## src/rtl/core/sha256_message_digest_top_defines.svh

```systemverilog
// Assertion macros shared by the SHA-256 digest RTL.
// No dependencies; included by files that carry concurrent checks.
`ifndef SHA256_MESSAGE_DIGEST_TOP_DEFINES_SVH
`define SHA256_MESSAGE_DIGEST_TOP_DEFINES_SVH

`ifndef NO_ASSERTIONS
`define SHA_ASSERT(label, clk, rst_n, prop, msg) \
  label: assert property (@(posedge clk) disable iff (!rst_n) (prop)) else $error(msg);
`define SHA_ASSERT_IMP(label, clk, rst_n, ante, cons, msg) \
  label: assert property (@(posedge clk) disable iff (!rst_n) (ante) |-> (cons)) else $error(msg);
`define SHA_ASSERT_NXT(label, clk, rst_n, ante, cons, msg) \
  label: assert property (@(posedge clk) disable iff (!rst_n) (ante) |=> (cons)) else $error(msg);
`else
`define SHA_ASSERT(label, clk, rst_n, prop, msg)
`define SHA_ASSERT_IMP(label, clk, rst_n, ante, cons, msg)
`define SHA_ASSERT_NXT(label, clk, rst_n, ante, cons, msg)
`endif

`endif

```

## src/rtl/core/sha256_pkg.sv

```systemverilog
// Types, constants and bit functions of the SHA-256 digest core.
// No dependencies; used by sha256_sched, sha256_round and the top level.
package sha256_pkg;

  localparam int unsigned FILL_W  = 6;
  localparam int unsigned WORD_W  = 32;
  localparam int unsigned ROUNDS  = 64;
  localparam int unsigned RND_W   = 6;
  localparam int unsigned WIN_D   = 16;
  localparam int unsigned IDX_W   = 3;
  localparam int unsigned HASH_D  = 8;

  localparam logic [FILL_W-1:0] LEN_START      = 6'd56;
  localparam logic [FILL_W-1:0] BLOCK_LAST     = 6'd63;
  localparam logic [RND_W-1:0]  RND_LAST       = 6'd63;
  localparam logic [IDX_W-1:0]  LAST_WORD_IDX  = 3'd7;
  localparam logic [7:0]        PAD_MARK_BYTE  = 8'h80;
  localparam logic [7:0]        PAD_ZERO_BYTE  = 8'h00;

  typedef enum logic [2:0] {
    ST_IDLE,
    ST_PAD_MARK,
    ST_PAD_ZERO,
    ST_PAD_LEN,
    ST_COMP,
    ST_FIN,
    ST_OUT
  } st_e;

  typedef struct packed {
    logic             wr;
    logic [FILL_W-1:0] addr;
    logic [7:0]       data;
    logic             step;
    logic             expand;
  } sch_ctrl_t;

  typedef struct packed {
    logic             load;
    logic             step;
    logic [RND_W-1:0] round;
  } rnd_ctrl_t;

  typedef logic [HASH_D-1:0][WORD_W-1:0] hash_t;

  localparam hash_t HASH_IV = {
    32'h5be0cd19, 32'h1f83d9ab, 32'h9b05688c, 32'h510e527f,
    32'ha54ff53a, 32'h3c6ef372, 32'hbb67ae85, 32'h6a09e667
  };

  localparam logic [WORD_W-1:0] ROUND_K [ROUNDS] = '{
    32'h428a2f98, 32'h71374491, 32'hb5c0fbcf, 32'he9b5dba5,
    32'h3956c25b, 32'h59f111f1, 32'h923f82a4, 32'hab1c5ed5,
    32'hd807aa98, 32'h12835b01, 32'h243185be, 32'h550c7dc3,
    32'h72be5d74, 32'h80deb1fe, 32'h9bdc06a7, 32'hc19bf174,
    32'he49b69c1, 32'hefbe4786, 32'h0fc19dc6, 32'h240ca1cc,
    32'h2de92c6f, 32'h4a7484aa, 32'h5cb0a9dc, 32'h76f988da,
    32'h983e5152, 32'ha831c66d, 32'hb00327c8, 32'hbf597fc7,
    32'hc6e00bf3, 32'hd5a79147, 32'h06ca6351, 32'h14292967,
    32'h27b70a85, 32'h2e1b2138, 32'h4d2c6dfc, 32'h53380d13,
    32'h650a7354, 32'h766a0abb, 32'h81c2c92e, 32'h92722c85,
    32'ha2bfe8a1, 32'ha81a664b, 32'hc24b8b70, 32'hc76c51a3,
    32'hd192e819, 32'hd6990624, 32'hf40e3585, 32'h106aa070,
    32'h19a4c116, 32'h1e376c08, 32'h2748774c, 32'h34b0bcb5,
    32'h391c0cb3, 32'h4ed8aa4a, 32'h5b9cca4f, 32'h682e6ff3,
    32'h748f82ee, 32'h78a5636f, 32'h84c87814, 32'h8cc70208,
    32'h90befffa, 32'ha4506ceb, 32'hbef9a3f7, 32'hc67178f2
  };

  function automatic logic [WORD_W-1:0] ror(input logic [WORD_W-1:0] x,
                                            input int unsigned n);
    ror = (x >> n) | (x << (WORD_W - n));
  endfunction

  function automatic logic [WORD_W-1:0] small_sig0(input logic [WORD_W-1:0] x);
    small_sig0 = ror(x, 7) ^ ror(x, 18) ^ (x >> 3);
  endfunction

  function automatic logic [WORD_W-1:0] small_sig1(input logic [WORD_W-1:0] x);
    small_sig1 = ror(x, 17) ^ ror(x, 19) ^ (x >> 10);
  endfunction

  function automatic logic [WORD_W-1:0] big_sig0(input logic [WORD_W-1:0] x);
    big_sig0 = ror(x, 2) ^ ror(x, 13) ^ ror(x, 22);
  endfunction

  function automatic logic [WORD_W-1:0] big_sig1(input logic [WORD_W-1:0] x);
    big_sig1 = ror(x, 6) ^ ror(x, 11) ^ ror(x, 25);
  endfunction

endpackage

```

## src/rtl/core/sha256_sched.sv

```systemverilog
// Message block store and schedule window of the SHA-256 core.
// Depends on sha256_pkg for the control struct and sigma functions.
module sha256_sched (
  input  logic                            clk_i,
  input  sha256_pkg::sch_ctrl_t           ctrl_i,
  output logic [sha256_pkg::WORD_W-1:0]   w_o
);
  import sha256_pkg::*;

  logic [WORD_W-1:0] win_q [WIN_D];
  logic [WORD_W-1:0] w_new;
  logic [3:0]        wr_word;
  logic [4:0]        wr_off;

  assign wr_word = ctrl_i.addr[5:2];
  assign wr_off  = {~ctrl_i.addr[1:0], 3'b000};

  always_comb begin
    if (ctrl_i.expand) begin
      w_new = win_q[0] + small_sig0(win_q[1]) + win_q[9] + small_sig1(win_q[14]);
    end else begin
      w_new = win_q[0];
    end
  end

  assign w_o = w_new;

  always_ff @(posedge clk_i) begin
    if (ctrl_i.wr) begin
      win_q[wr_word][wr_off +: 8] <= ctrl_i.data;
    end else if (ctrl_i.step) begin
      for (int i = 0; i < WIN_D - 1; i++) begin
        win_q[i] <= win_q[i+1];
      end
      win_q[WIN_D-1] <= w_new;
    end
  end

endmodule

```

## src/rtl/core/sha256_round.sv

```systemverilog
// Working variables and the shared SHA-256 round unit, one round per cycle.
// Depends on sha256_pkg for K constants, sigma functions and types.
module sha256_round (
  input  logic                          clk_i,
  input  sha256_pkg::rnd_ctrl_t         ctrl_i,
  input  sha256_pkg::hash_t             hash_i,
  input  logic [sha256_pkg::WORD_W-1:0] w_i,
  output sha256_pkg::hash_t             work_o
);
  import sha256_pkg::*;

  hash_t             work_q;
  logic [WORD_W-1:0] t1;
  logic [WORD_W-1:0] t2;
  logic [WORD_W-1:0] ch;
  logic [WORD_W-1:0] maj;

  always_comb begin
    ch  = (work_q[4] & work_q[5]) ^ (~work_q[4] & work_q[6]);
    maj = (work_q[0] & work_q[1]) ^ (work_q[0] & work_q[2]) ^ (work_q[1] & work_q[2]);
    t1  = work_q[7] + big_sig1(work_q[4]) + ch + ROUND_K[ctrl_i.round] + w_i;
    t2  = big_sig0(work_q[0]) + maj;
  end

  always_ff @(posedge clk_i) begin
    if (ctrl_i.load) begin
      work_q <= hash_i;
    end else if (ctrl_i.step) begin
      work_q[7] <= work_q[6];
      work_q[6] <= work_q[5];
      work_q[5] <= work_q[4];
      work_q[4] <= work_q[3] + t1;
      work_q[3] <= work_q[2];
      work_q[2] <= work_q[1];
      work_q[1] <= work_q[0];
      work_q[0] <= t1 + t2;
    end
  end

  assign work_o = work_q;

endmodule

```

## src/rtl/core/sha256_message_digest_top.sv

```systemverilog
// SHA-256 digest top level: byte intake, padding sequencer and digest output.
// Depends on sha256_pkg, sha256_sched, sha256_round and the defines header.
// A full 64-byte block is compressed over 64 rounds, then the working words are added into the hash.
// End of message: mark byte, zero bytes and the 64-bit length, one or two compressions, then 8 words.
// Intake is closed while a block is compressed in the shared round unit.
// Reset: asynchronous, active low; hash words to the initial values, fill and length to zero.
`include "sha256_message_digest_top_defines.svh"

module sha256_message_digest_top #(
  parameter int unsigned LENGTH_BITS = 64
) (
  input  logic        clk_i,
  input  logic        rst_ni,
  input  logic        s_axis_tvalid_i,
  output logic        s_axis_tready_o,
  input  logic [7:0]  s_axis_tdata_i,   // [7:0] data_byte
  input  logic        s_axis_tuser_i,   // [0] has_byte
  input  logic        s_axis_tlast_i,
  output logic        m_axis_tvalid_o,
  input  logic        m_axis_tready_i,
  output logic [39:0] m_axis_tdata_o,   // [31:0] digest_word, [34:32] word_index, [39:35] zero
  output logic        m_axis_tlast_o
);
  import sha256_pkg::*;

  st_e                    state_q, state_d;
  st_e                    ret_q, ret_d;
  logic [FILL_W-1:0]      fill_q, fill_d;
  logic [LENGTH_BITS-1:0] cnt_q, cnt_d;
  logic [RND_W-1:0]       rnd_q, rnd_d;
  logic [IDX_W-1:0]       oidx_q, oidx_d;
  hash_t                  hash_q, hash_d;
  hash_t                  work;
  logic [WORD_W-1:0]      w;
  sch_ctrl_t              sch;
  rnd_ctrl_t              rctl;
  logic [63:0]            len_ext;
  logic                   out_acc;
  logic                   blk_end;

  assign len_ext = 64'(cnt_q);
  assign out_acc = m_axis_tvalid_o && m_axis_tready_i;
  assign blk_end = (fill_q == BLOCK_LAST);

  always_ff @(posedge clk_i or negedge rst_ni) begin
    if (!rst_ni) begin
      state_q <= ST_IDLE;
      ret_q   <= ST_IDLE;
      fill_q  <= '0;
      cnt_q   <= '0;
      rnd_q   <= '0;
      oidx_q  <= '0;
      hash_q  <= HASH_IV;
    end else begin
      state_q <= state_d;
      ret_q   <= ret_d;
      fill_q  <= fill_d;
      cnt_q   <= cnt_d;
      rnd_q   <= rnd_d;
      oidx_q  <= oidx_d;
      hash_q  <= hash_d;
    end
  end

  always_comb begin
    state_d         = state_q;
    ret_d           = ret_q;
    fill_d          = fill_q;
    cnt_d           = cnt_q;
    rnd_d           = rnd_q;
    oidx_d          = oidx_q;
    hash_d          = hash_q;
    sch             = '0;
    sch.addr        = fill_q;
    rctl            = '0;
    rctl.round      = rnd_q;
    s_axis_tready_o = 1'b0;
    m_axis_tvalid_o = 1'b0;
    case (state_q)
      ST_IDLE: begin
        s_axis_tready_o = 1'b1;
        if (s_axis_tvalid_i) begin
          if (s_axis_tuser_i) begin
            sch.wr   = 1'b1;
            sch.data = s_axis_tdata_i;
            fill_d   = fill_q + 1'b1;
            cnt_d    = cnt_q + LENGTH_BITS'(8);
          end
          if (s_axis_tuser_i && blk_end) begin
            rctl.load = 1'b1;
            state_d   = ST_COMP;
            ret_d     = s_axis_tlast_i ? ST_PAD_MARK : ST_IDLE;
          end else if (s_axis_tlast_i) begin
            state_d = ST_PAD_MARK;
          end
        end
      end
      ST_PAD_MARK: begin
        sch.wr   = 1'b1;
        sch.data = PAD_MARK_BYTE;
        fill_d   = fill_q + 1'b1;
        if (blk_end) begin
          rctl.load = 1'b1;
          state_d   = ST_COMP;
          ret_d     = ST_PAD_ZERO;
        end else begin
          state_d = ST_PAD_ZERO;
        end
      end
      ST_PAD_ZERO: begin
        if (fill_q == LEN_START) begin
          state_d = ST_PAD_LEN;
        end else begin
          sch.wr   = 1'b1;
          sch.data = PAD_ZERO_BYTE;
          fill_d   = fill_q + 1'b1;
          if (blk_end) begin
            rctl.load = 1'b1;
            state_d   = ST_COMP;
            ret_d     = ST_PAD_ZERO;
          end
        end
      end
      ST_PAD_LEN: begin
        sch.wr   = 1'b1;
        sch.data = len_ext[{~fill_q[2:0], 3'b000} +: 8];
        fill_d   = fill_q + 1'b1;
        if (blk_end) begin
          rctl.load = 1'b1;
          state_d   = ST_COMP;
          ret_d     = ST_OUT;
        end
      end
      ST_COMP: begin
        rctl.step  = 1'b1;
        sch.step   = 1'b1;
        sch.expand = (rnd_q[5:4] != 2'b00);
        rnd_d      = rnd_q + 1'b1;
        if (rnd_q == RND_LAST) begin
          state_d = ST_FIN;
        end
      end
      ST_FIN: begin
        for (int i = 0; i < HASH_D; i++) begin
          hash_d[i] = hash_q[i] + work[i];
        end
        state_d = ret_q;
      end
      ST_OUT: begin
        m_axis_tvalid_o = 1'b1;
        if (m_axis_tready_i) begin
          oidx_d = oidx_q + 1'b1;
          if (oidx_q == LAST_WORD_IDX) begin
            hash_d  = HASH_IV;
            cnt_d   = '0;
            state_d = ST_IDLE;
          end
        end
      end
      default: begin
        state_d = ST_IDLE;
      end
    endcase
  end

  assign m_axis_tdata_o = {5'b00000, oidx_q, hash_q[oidx_q]};
  assign m_axis_tlast_o = (oidx_q == LAST_WORD_IDX);

  sha256_sched u_sched (
    .clk_i  (clk_i),
    .ctrl_i (sch),
    .w_o    (w)
  );

  sha256_round u_round (
    .clk_i  (clk_i),
    .ctrl_i (rctl),
    .hash_i (hash_q),
    .w_i    (w),
    .work_o (work)
  );

  `SHA_ASSERT(a_no_overlap, clk_i, rst_ni, !(s_axis_tready_o && m_axis_tvalid_o), "intake open while digest is out")
  `SHA_ASSERT_IMP(a_rnd_idle, clk_i, rst_ni, state_q != ST_COMP, rnd_q == '0, "round count off outside compression")
  `SHA_ASSERT_IMP(a_len_pos, clk_i, rst_ni, state_q == ST_PAD_LEN, fill_q[5:3] == 3'b111, "length bytes outside tail of block")
  `SHA_ASSERT_NXT(a_restart, clk_i, rst_ni, out_acc && m_axis_tlast_o, (state_q == ST_IDLE) && (fill_q == '0) && (cnt_q == '0) && (hash_q == HASH_IV), "no restart after digest")

endmodule
```

## config.mk

```make
export PLATFORM = sky130hd
export DESIGN_NAME = sha256_message_digest_top
export DESIGN_NICKNAME = d
export VERILOG_FILES = /design/src/rtl/core/sha256_pkg.sv /design/src/rtl/core/sha256_sched.sv /design/src/rtl/core/sha256_round.sv /design/src/rtl/core/sha256_message_digest_top.sv
export VERILOG_INCLUDE_DIRS = /design/src /design/src/rtl/core
export SDC_FILE = /design/constraint.sdc
export NUM_CORES = 2
export LEC_CHECK = 0
export BUFFER_PORTS_ARGS = -buffer_cell sky130_fd_sc_hd__buf_4
export CAP_MARGIN = 20
export CORE_MARGIN = 5
export CORE_UTILIZATION = 50
export CTS_CLUSTER_DIAMETER = 60
export CTS_CLUSTER_SIZE = 25
export DETAILED_ROUTE_END_ITERATION = 8
export HOLD_SLACK_MARGIN = 0.08
export PLACE_DENSITY = 0.64
export SLEW_MARGIN = 10
export SYNTH_ARGS = -nofsm -noshare
export SYNTH_HDL_FRONTEND = slang
export SYNTH_HIERARCHICAL = 1
export SYNTH_SLANG_ARGS = --single-unit
```

## constraint.sdc

```tcl
create_clock -name clk_i -period 20.7 [get_ports clk_i]
set_clock_uncertainty 0.05 [all_clocks]
set_input_delay 2.07 -clock clk_i [delete_from_list [all_inputs] [get_ports clk_i]]
set_output_delay 2.07 -clock clk_i [all_outputs]
set_load 0.03 [all_outputs]
```

# Word-level counts from Yosys, hierarchy flattened
# Memory sizes are Yosys's and may differ from the RTL's.
# Index checks and enable logic that the tools add are counted.
[classes]
n_addsub = 23
n_mul = 0
n_div = 0
n_lt_le_gt_ge = 2
n_eq_ne = 19
shifts = 3
mux = 60
n_bitwise = 30
n_reduce_logical = 16
[ops]
columns = ["op", "n"]
rows = [
  ["two-way mux 256 bit", 4],
  ["adder 32 bit", 18],
  ["case mux 256 bit (2 select lines)", 1],
  ["bitwise XOR 32 bit", 9],
  ["two-way mux 64 bit", 4],
  ["two-way mux 32 bit", 7],
  ["bitwise AND 32 bit", 5],
  ["case mux 64 bit (2 select lines)", 1],
  ["binary-select mux 32 bit (select 3 bit)", 1],
  ["adder 64 x 4 -> 64 bit, second input constant", 1],
  ["variable part select 64 x 7 -> 8 bit", 1],
  ["two-way mux 3 bit", 14],
  ["NOT 32 bit", 1],
  ["OR 10 x 32 -> 32 bit", 1],
  ["OR 13 x 32 -> 32 bit", 1],
  ["OR 14 x 32 -> 32 bit", 1],
  ["OR 15 x 32 -> 32 bit", 1],
  ["OR 19 x 32 -> 32 bit", 1],
  ["OR 21 x 32 -> 32 bit", 1],
  ["OR 25 x 32 -> 32 bit", 1],
  ["OR 26 x 32 -> 32 bit", 1],
  ["OR 30 x 32 -> 32 bit", 1],
  ["OR 7 x 32 -> 32 bit", 1],
  ["OR reduction 32 bit", 1],
  ["38 further kinds", 75],
]
[word_totals]
reg_bits = 597
latchBits = 0
ram_bits = 512
rom_bits = 2048
in_bits = 14
wordCells = 177
mem_count = 2
[memory_table]
columns = ["memory", "words", "word_bits", "read_ports", "rd_clocked_by_memory_dff", "write_ports", "line_no", "source"]
rows = [
  ["(no name shown)", 64, 32, 1, 0, 0, "sha256_round.sv:21", "t1 = work_q[7] + big_sig1(work_q[4]) + ch + ROUND_K[ctrl_i.round] + w_i;"],
  ["u_sched.win_q", 16, 32, 16, 0, 16, "sha256_sched.sv:10", "logic [WORD_W-1:0] win_q [WIN_D];"],
]

# Logic depth before layout (Yosys ltp)
# An unclocked memory read counts as a cell.
[logic_depth]
word_depth = 12
ltp_mapped = 44
depth_no_buf = 44

# Hierarchy
# Netlist, hierarchy kept.
[by_module_without_submodules]
columns = ["module", "n_inst", "cells_per_inst", "area_each_um2"]
rows = [
  ["sha256_message_digest_top", 1, 3027, 27498.9],
  ["sha256_sched", 1, 1914, 25418.1],
  ["sha256_round", 1, 2341, 23331.1],
]

# Least setup slack after synthesis
# No wires, ideal clock.
[synth_timing]
path_kind = "flip-flop to flip-flop"
from = "mem u_sched.win_q[1][9]"
to = "reg u_round.work_q, in the netlist u_round/work_o[31] (data pin)"
setup_ns = 0.279
t_arrival_ns = 9.251
path_slack_ns = 11.119
path_stages_with_launch = 42
n_path_buf = 2
synth_period_minus_slack_ns = 9.581
cell_sequence = "edfxtp_1 -> xnor2_1 -> xnor2_1 -> fa_1 -> inv_1 -> fa_1 -> inv_1 -> ha_1 -> a211oi_1 -> nor4_1 -> nor2_1 -> o21ai_0 -> o22ai_1 -> o31ai_1 -> xor2_1 -> mux2_2 -> fa_1 -> fa_1 -> (+6 left out) -> a21oi_1 -> nor2b_1 -> o31ai_1 -> a21oi_1 -> o31ai_1 -> nand2_1 -> xnor2_1 -> fa_1 -> inv_1 -> ha_1 -> clkbuf_1 -> a21o_1 -> a21o_1 -> and3_1 -> a2111oi_0 -> a31oi_1 -> o21ai_0 -> o311ai_0"
[synth_rtl]
columns = ["element", "line_no", "source"]
rows = [
  ["start, declared", "sha256_sched.sv:10", ""],
  ["end signal, assigned", "sha256_round.sv:27", "work_q <= hash_i;"],
  ["end, declared", "sha256_round.sv:12", "hash_t work_q;"],
]

==> metrics.yaml <==
period_needed_ns: 11.33
final_core_utilization_pct: 54.5
p_per_area_mw_per_mm2: 120
netlist.top_cell.by_area: "edfxtp_1"
number_of_buffers_created_by_cts: 112
tritoncts: "yes"
detailedRoute.firstIterationViolations: 6236
preCtsSetupSlack_ns: 9.69
cts.sinks: 1106
detail_route.drc_violations: 0
synthToLayoutAreaGrowth_pct: 8.35
outcome: "completed"
postPlaceCellArea_sq_mm: 0.0785
critPathArrivalTime_ns: 11.73
synth.top_cells.by_area: "edfxtp_1 30%, a21o_1 7.2%, dfrtp_1 6.6%"
cts.reportedPaths.clkPinSlew_ns: 0.09
cts-hold-fix-buffers: 0
finalCritPeriodShare_pct: 54.7
finalWirelength_microns: 245000
initial_utilization_pct: 50.3
cell_at_the_root_of_the_clock_tree: "clkbuf_16"
max_freq_mhz: 88.3
final_area_sq_mm: 0.0826
die_w_microns: 401
slew_headroom_pct: 8.15
cp_common_cell: "fa_1"
netlist-cell-type-count: 102
crit_path_max_incr_delay_ns: 0.79
clkPwrFrac_pct: 22.6
class_of_the_tightest_hold_or_removal_check: "register to register"
viasPerCell: 6.24
placement_rows: 143
gp_routability_congestion: 0.966
floorplan.die.height_microns: 401
synth_edf_count: 768
syn_inst: 7282
final.setup.worst_slack_ns: 9.37
1st_pass_router_iterations: 8
total_negative_slack_ns: 0
crit_fanout: 6
clk_path_buf_depth: 3
endpoint_kind: "register"
final_cells: 9276
grt_first_pass_wirelength_microns: 364000
place.detailed.hpwl_microns: 180000
grtUsageTotal_pct: 29.5
postSynth.asyncResetShare_pct: 30.6
power_switching_mw: 4.11
commonest_non_fill_non_tap_cells_in_the_layout: "768 x edfxtp_1, 736 x a21o_1, 480 x o21ai_0"
internal_power_mw: 5.78
via_count: 57874
ys_ff_latch: 1106
grt_setup_unrepaired: "no"
grt_pass1_vias: 54648
dp.cells: 9049
htree_num_levels: 3
p_leak_nw: 36.9
fp.dieArea_sq_mm: 0.160
switching_share_pct: 41.6
post_synthesis_sequential_area_ratio_pct: 41.6
largest_net_degree_at_the_start_of_global_routing: 212
max_cap_violations: 0
yosys_warnings: 6
postRouteAntennaNets: 0
slew_viols_final: 0
worst_pin_slew_ns: 1.36
post-cts-setup-buffers: 0
synth_area_per_cell_sq_um: 10.5
vdd_drop_max_mv: 0.130
clk_latency_ns: 0.76
pwr-share-seq_pct: 28.7
design.portCount: 57
share_comb_of_total_power_pct: 48.6
io_buffers: 51
setup-violations-final: 0
cts_repair_resize_count: 0
final_hold_violation_count: 0
worst_ep_required_time_ns: 21.10
slowest_stage: "o31ai_1"
routedWlPerCell_microns: 26.5
fraction_of_final_layout_cells_sized_beyond_drive_strength_1_pct: 13.1
class_of_the_most_critical_setup_path: "register to register"
antenna_found_initial: 7
mostFrequentLayoutCell: "edfxtp_1"
startpoint_type_of_the_worst_setup_path: "register"
synth.top_cell.area_share_pct: 30.2
grt.overflow.total: 0
post_synth_top_flop: "edfxtp_1"
core-area_sq_mm: 0.152
design.final.nets: 7753
syn-cell-area_sq_mm: 0.0762
==> power groups by stage <==
stage	combinational, mW	clock (mW)	sequential, mW
6_report	4.81	2.24	2.84
5_1_grt	5.26	2.37	2.85
4_1_cts	4.73	2.28	2.84
3_5_place_dp	4.68	0	2.88
3_3_place_gp	4.63	0	2.88
2_1_floorplan	3.56	0	2.80
==> layout make-up <==
class / instances / area (sq um)
Timing Repair Buffer: 180 / 1390
Tap cell: 2030 / 2540
Inverter: 418 / 1580
Multi-Input combinational cell: 5326 / 41300
Antenna cell: 3 / 7.51
Clock inverter: 95 / 1210
Sequential cell: 1106 / 31700
Fill cell: 13447 / 69100
Clock buffer: 118 / 2850
==> worst paths after layout <==
kind | start | end | slack, ns | depth (start not counted)
max | u_sched/win_q[14][18] | u_round/work_o[31] | 9.37 | 40
min | u_sched/win_q[8][6] | u_sched/win_q[7][6] | 0.44 | 1
max reg2reg | u_sched/win_q[14][18] | u_round/work_o[31] | 9.37 | 40
min reg2reg | u_sched/win_q[8][6] | u_sched/win_q[7][6] | 0.44 | 1
max in group asynchronous | rst_ni | cnt_q[39] | 17.07 | 4
min in group asynchronous | rst_ni | hash_q[62] | 1.26 | 1
==> cell usage after synthesis, types with 14 or more instances <==
master	n
edfxtp_1	768
a21o_1	736
o21ai_0	491
a21oi_1	477
nand2_1	472
nor2_1	416
inv_1	415
ha_1	400
xnor2_1	385
clkbuf_1	380
mux2_2	276
xor2_1	242
dfrtp_1	202
fa_1	195
dfstp_2	136
nand3_1	103
nor3_1	93
mux4_2	82
nand2b_1	57
o21a_1	57
nor2b_1	53
o211ai_1	52
a31oi_1	51
and2_1	51
nand4_1	50
and3_1	49
o21bai_1	48
a211oi_1	41
or3_1	39
buf_1	38
o31ai_1	36
mux2i_1	27
a221o_1	22
o22a_1	20
a221oi_1	15
and4_1	15
nor4_1	15
o311ai_0	15
a2111oi_0	14
nand3b_1	14
o22ai_1	14
==> state kept, by name, indices dropped and copies added (netlist names) <==
name and count:
cnt_q 61, fill_q 6, u_sched/win_q 512, rnd_q 6, state_q 3, ret_q 3, u_round/work_o 256, oidx_q 3
hash_q 256
==> logic make-up (layout without fill, tap and decap cells) <==
group / Yosys count / after routing / synth area share (%)
AOI/OAI and AO/OA: 2238 / 2238 / 19.3
xor gates and xnor gates: 627 / 627 / 7.20
adders and majority gates: 600 / 600 / 11.7
buffers and inverters: 854 / 811 / 4.29
DFF: 1106 / 1106 / 41.6
muxes: 385 / 385 / 6.85
other: 1 / 8 / 0.00492
and+or+nand+nor: 1471 / 1471 / 9.02
==> routing by layer <==
layer  vias up  global-route usage, %  wire [microns]
met1     29046                   45.3          113000
met4         4                   6.69            5670
li1      26106                      -               -
met3       279                   5.90           22100
met2      2439                   43.2          105000
met5         -                      0              30
==> stage by stage <==
stage	hold slack, ns	total power [mW]
after detailed placement	0.426	7.56
final	0.435	9.89
after floorplan	0.400	6.36
after global placement	0.415	7.51
after global routing	0.442	10.5
after CTS	0.444	9.84
==> critical path: cells and delay by family (launching register included) <==
kind	cells	cell delay (ns)
AOI/OAI and AO/OA	16	4.57
xor gates and xnor gates	3	0.64
adders and majority gates	10	4.17
buffers and inverters	6	0.38
DFF	1	0.49
and+or+nand+nor	5	0.72
Note: power is estimated with default switching activity, not from simulation.
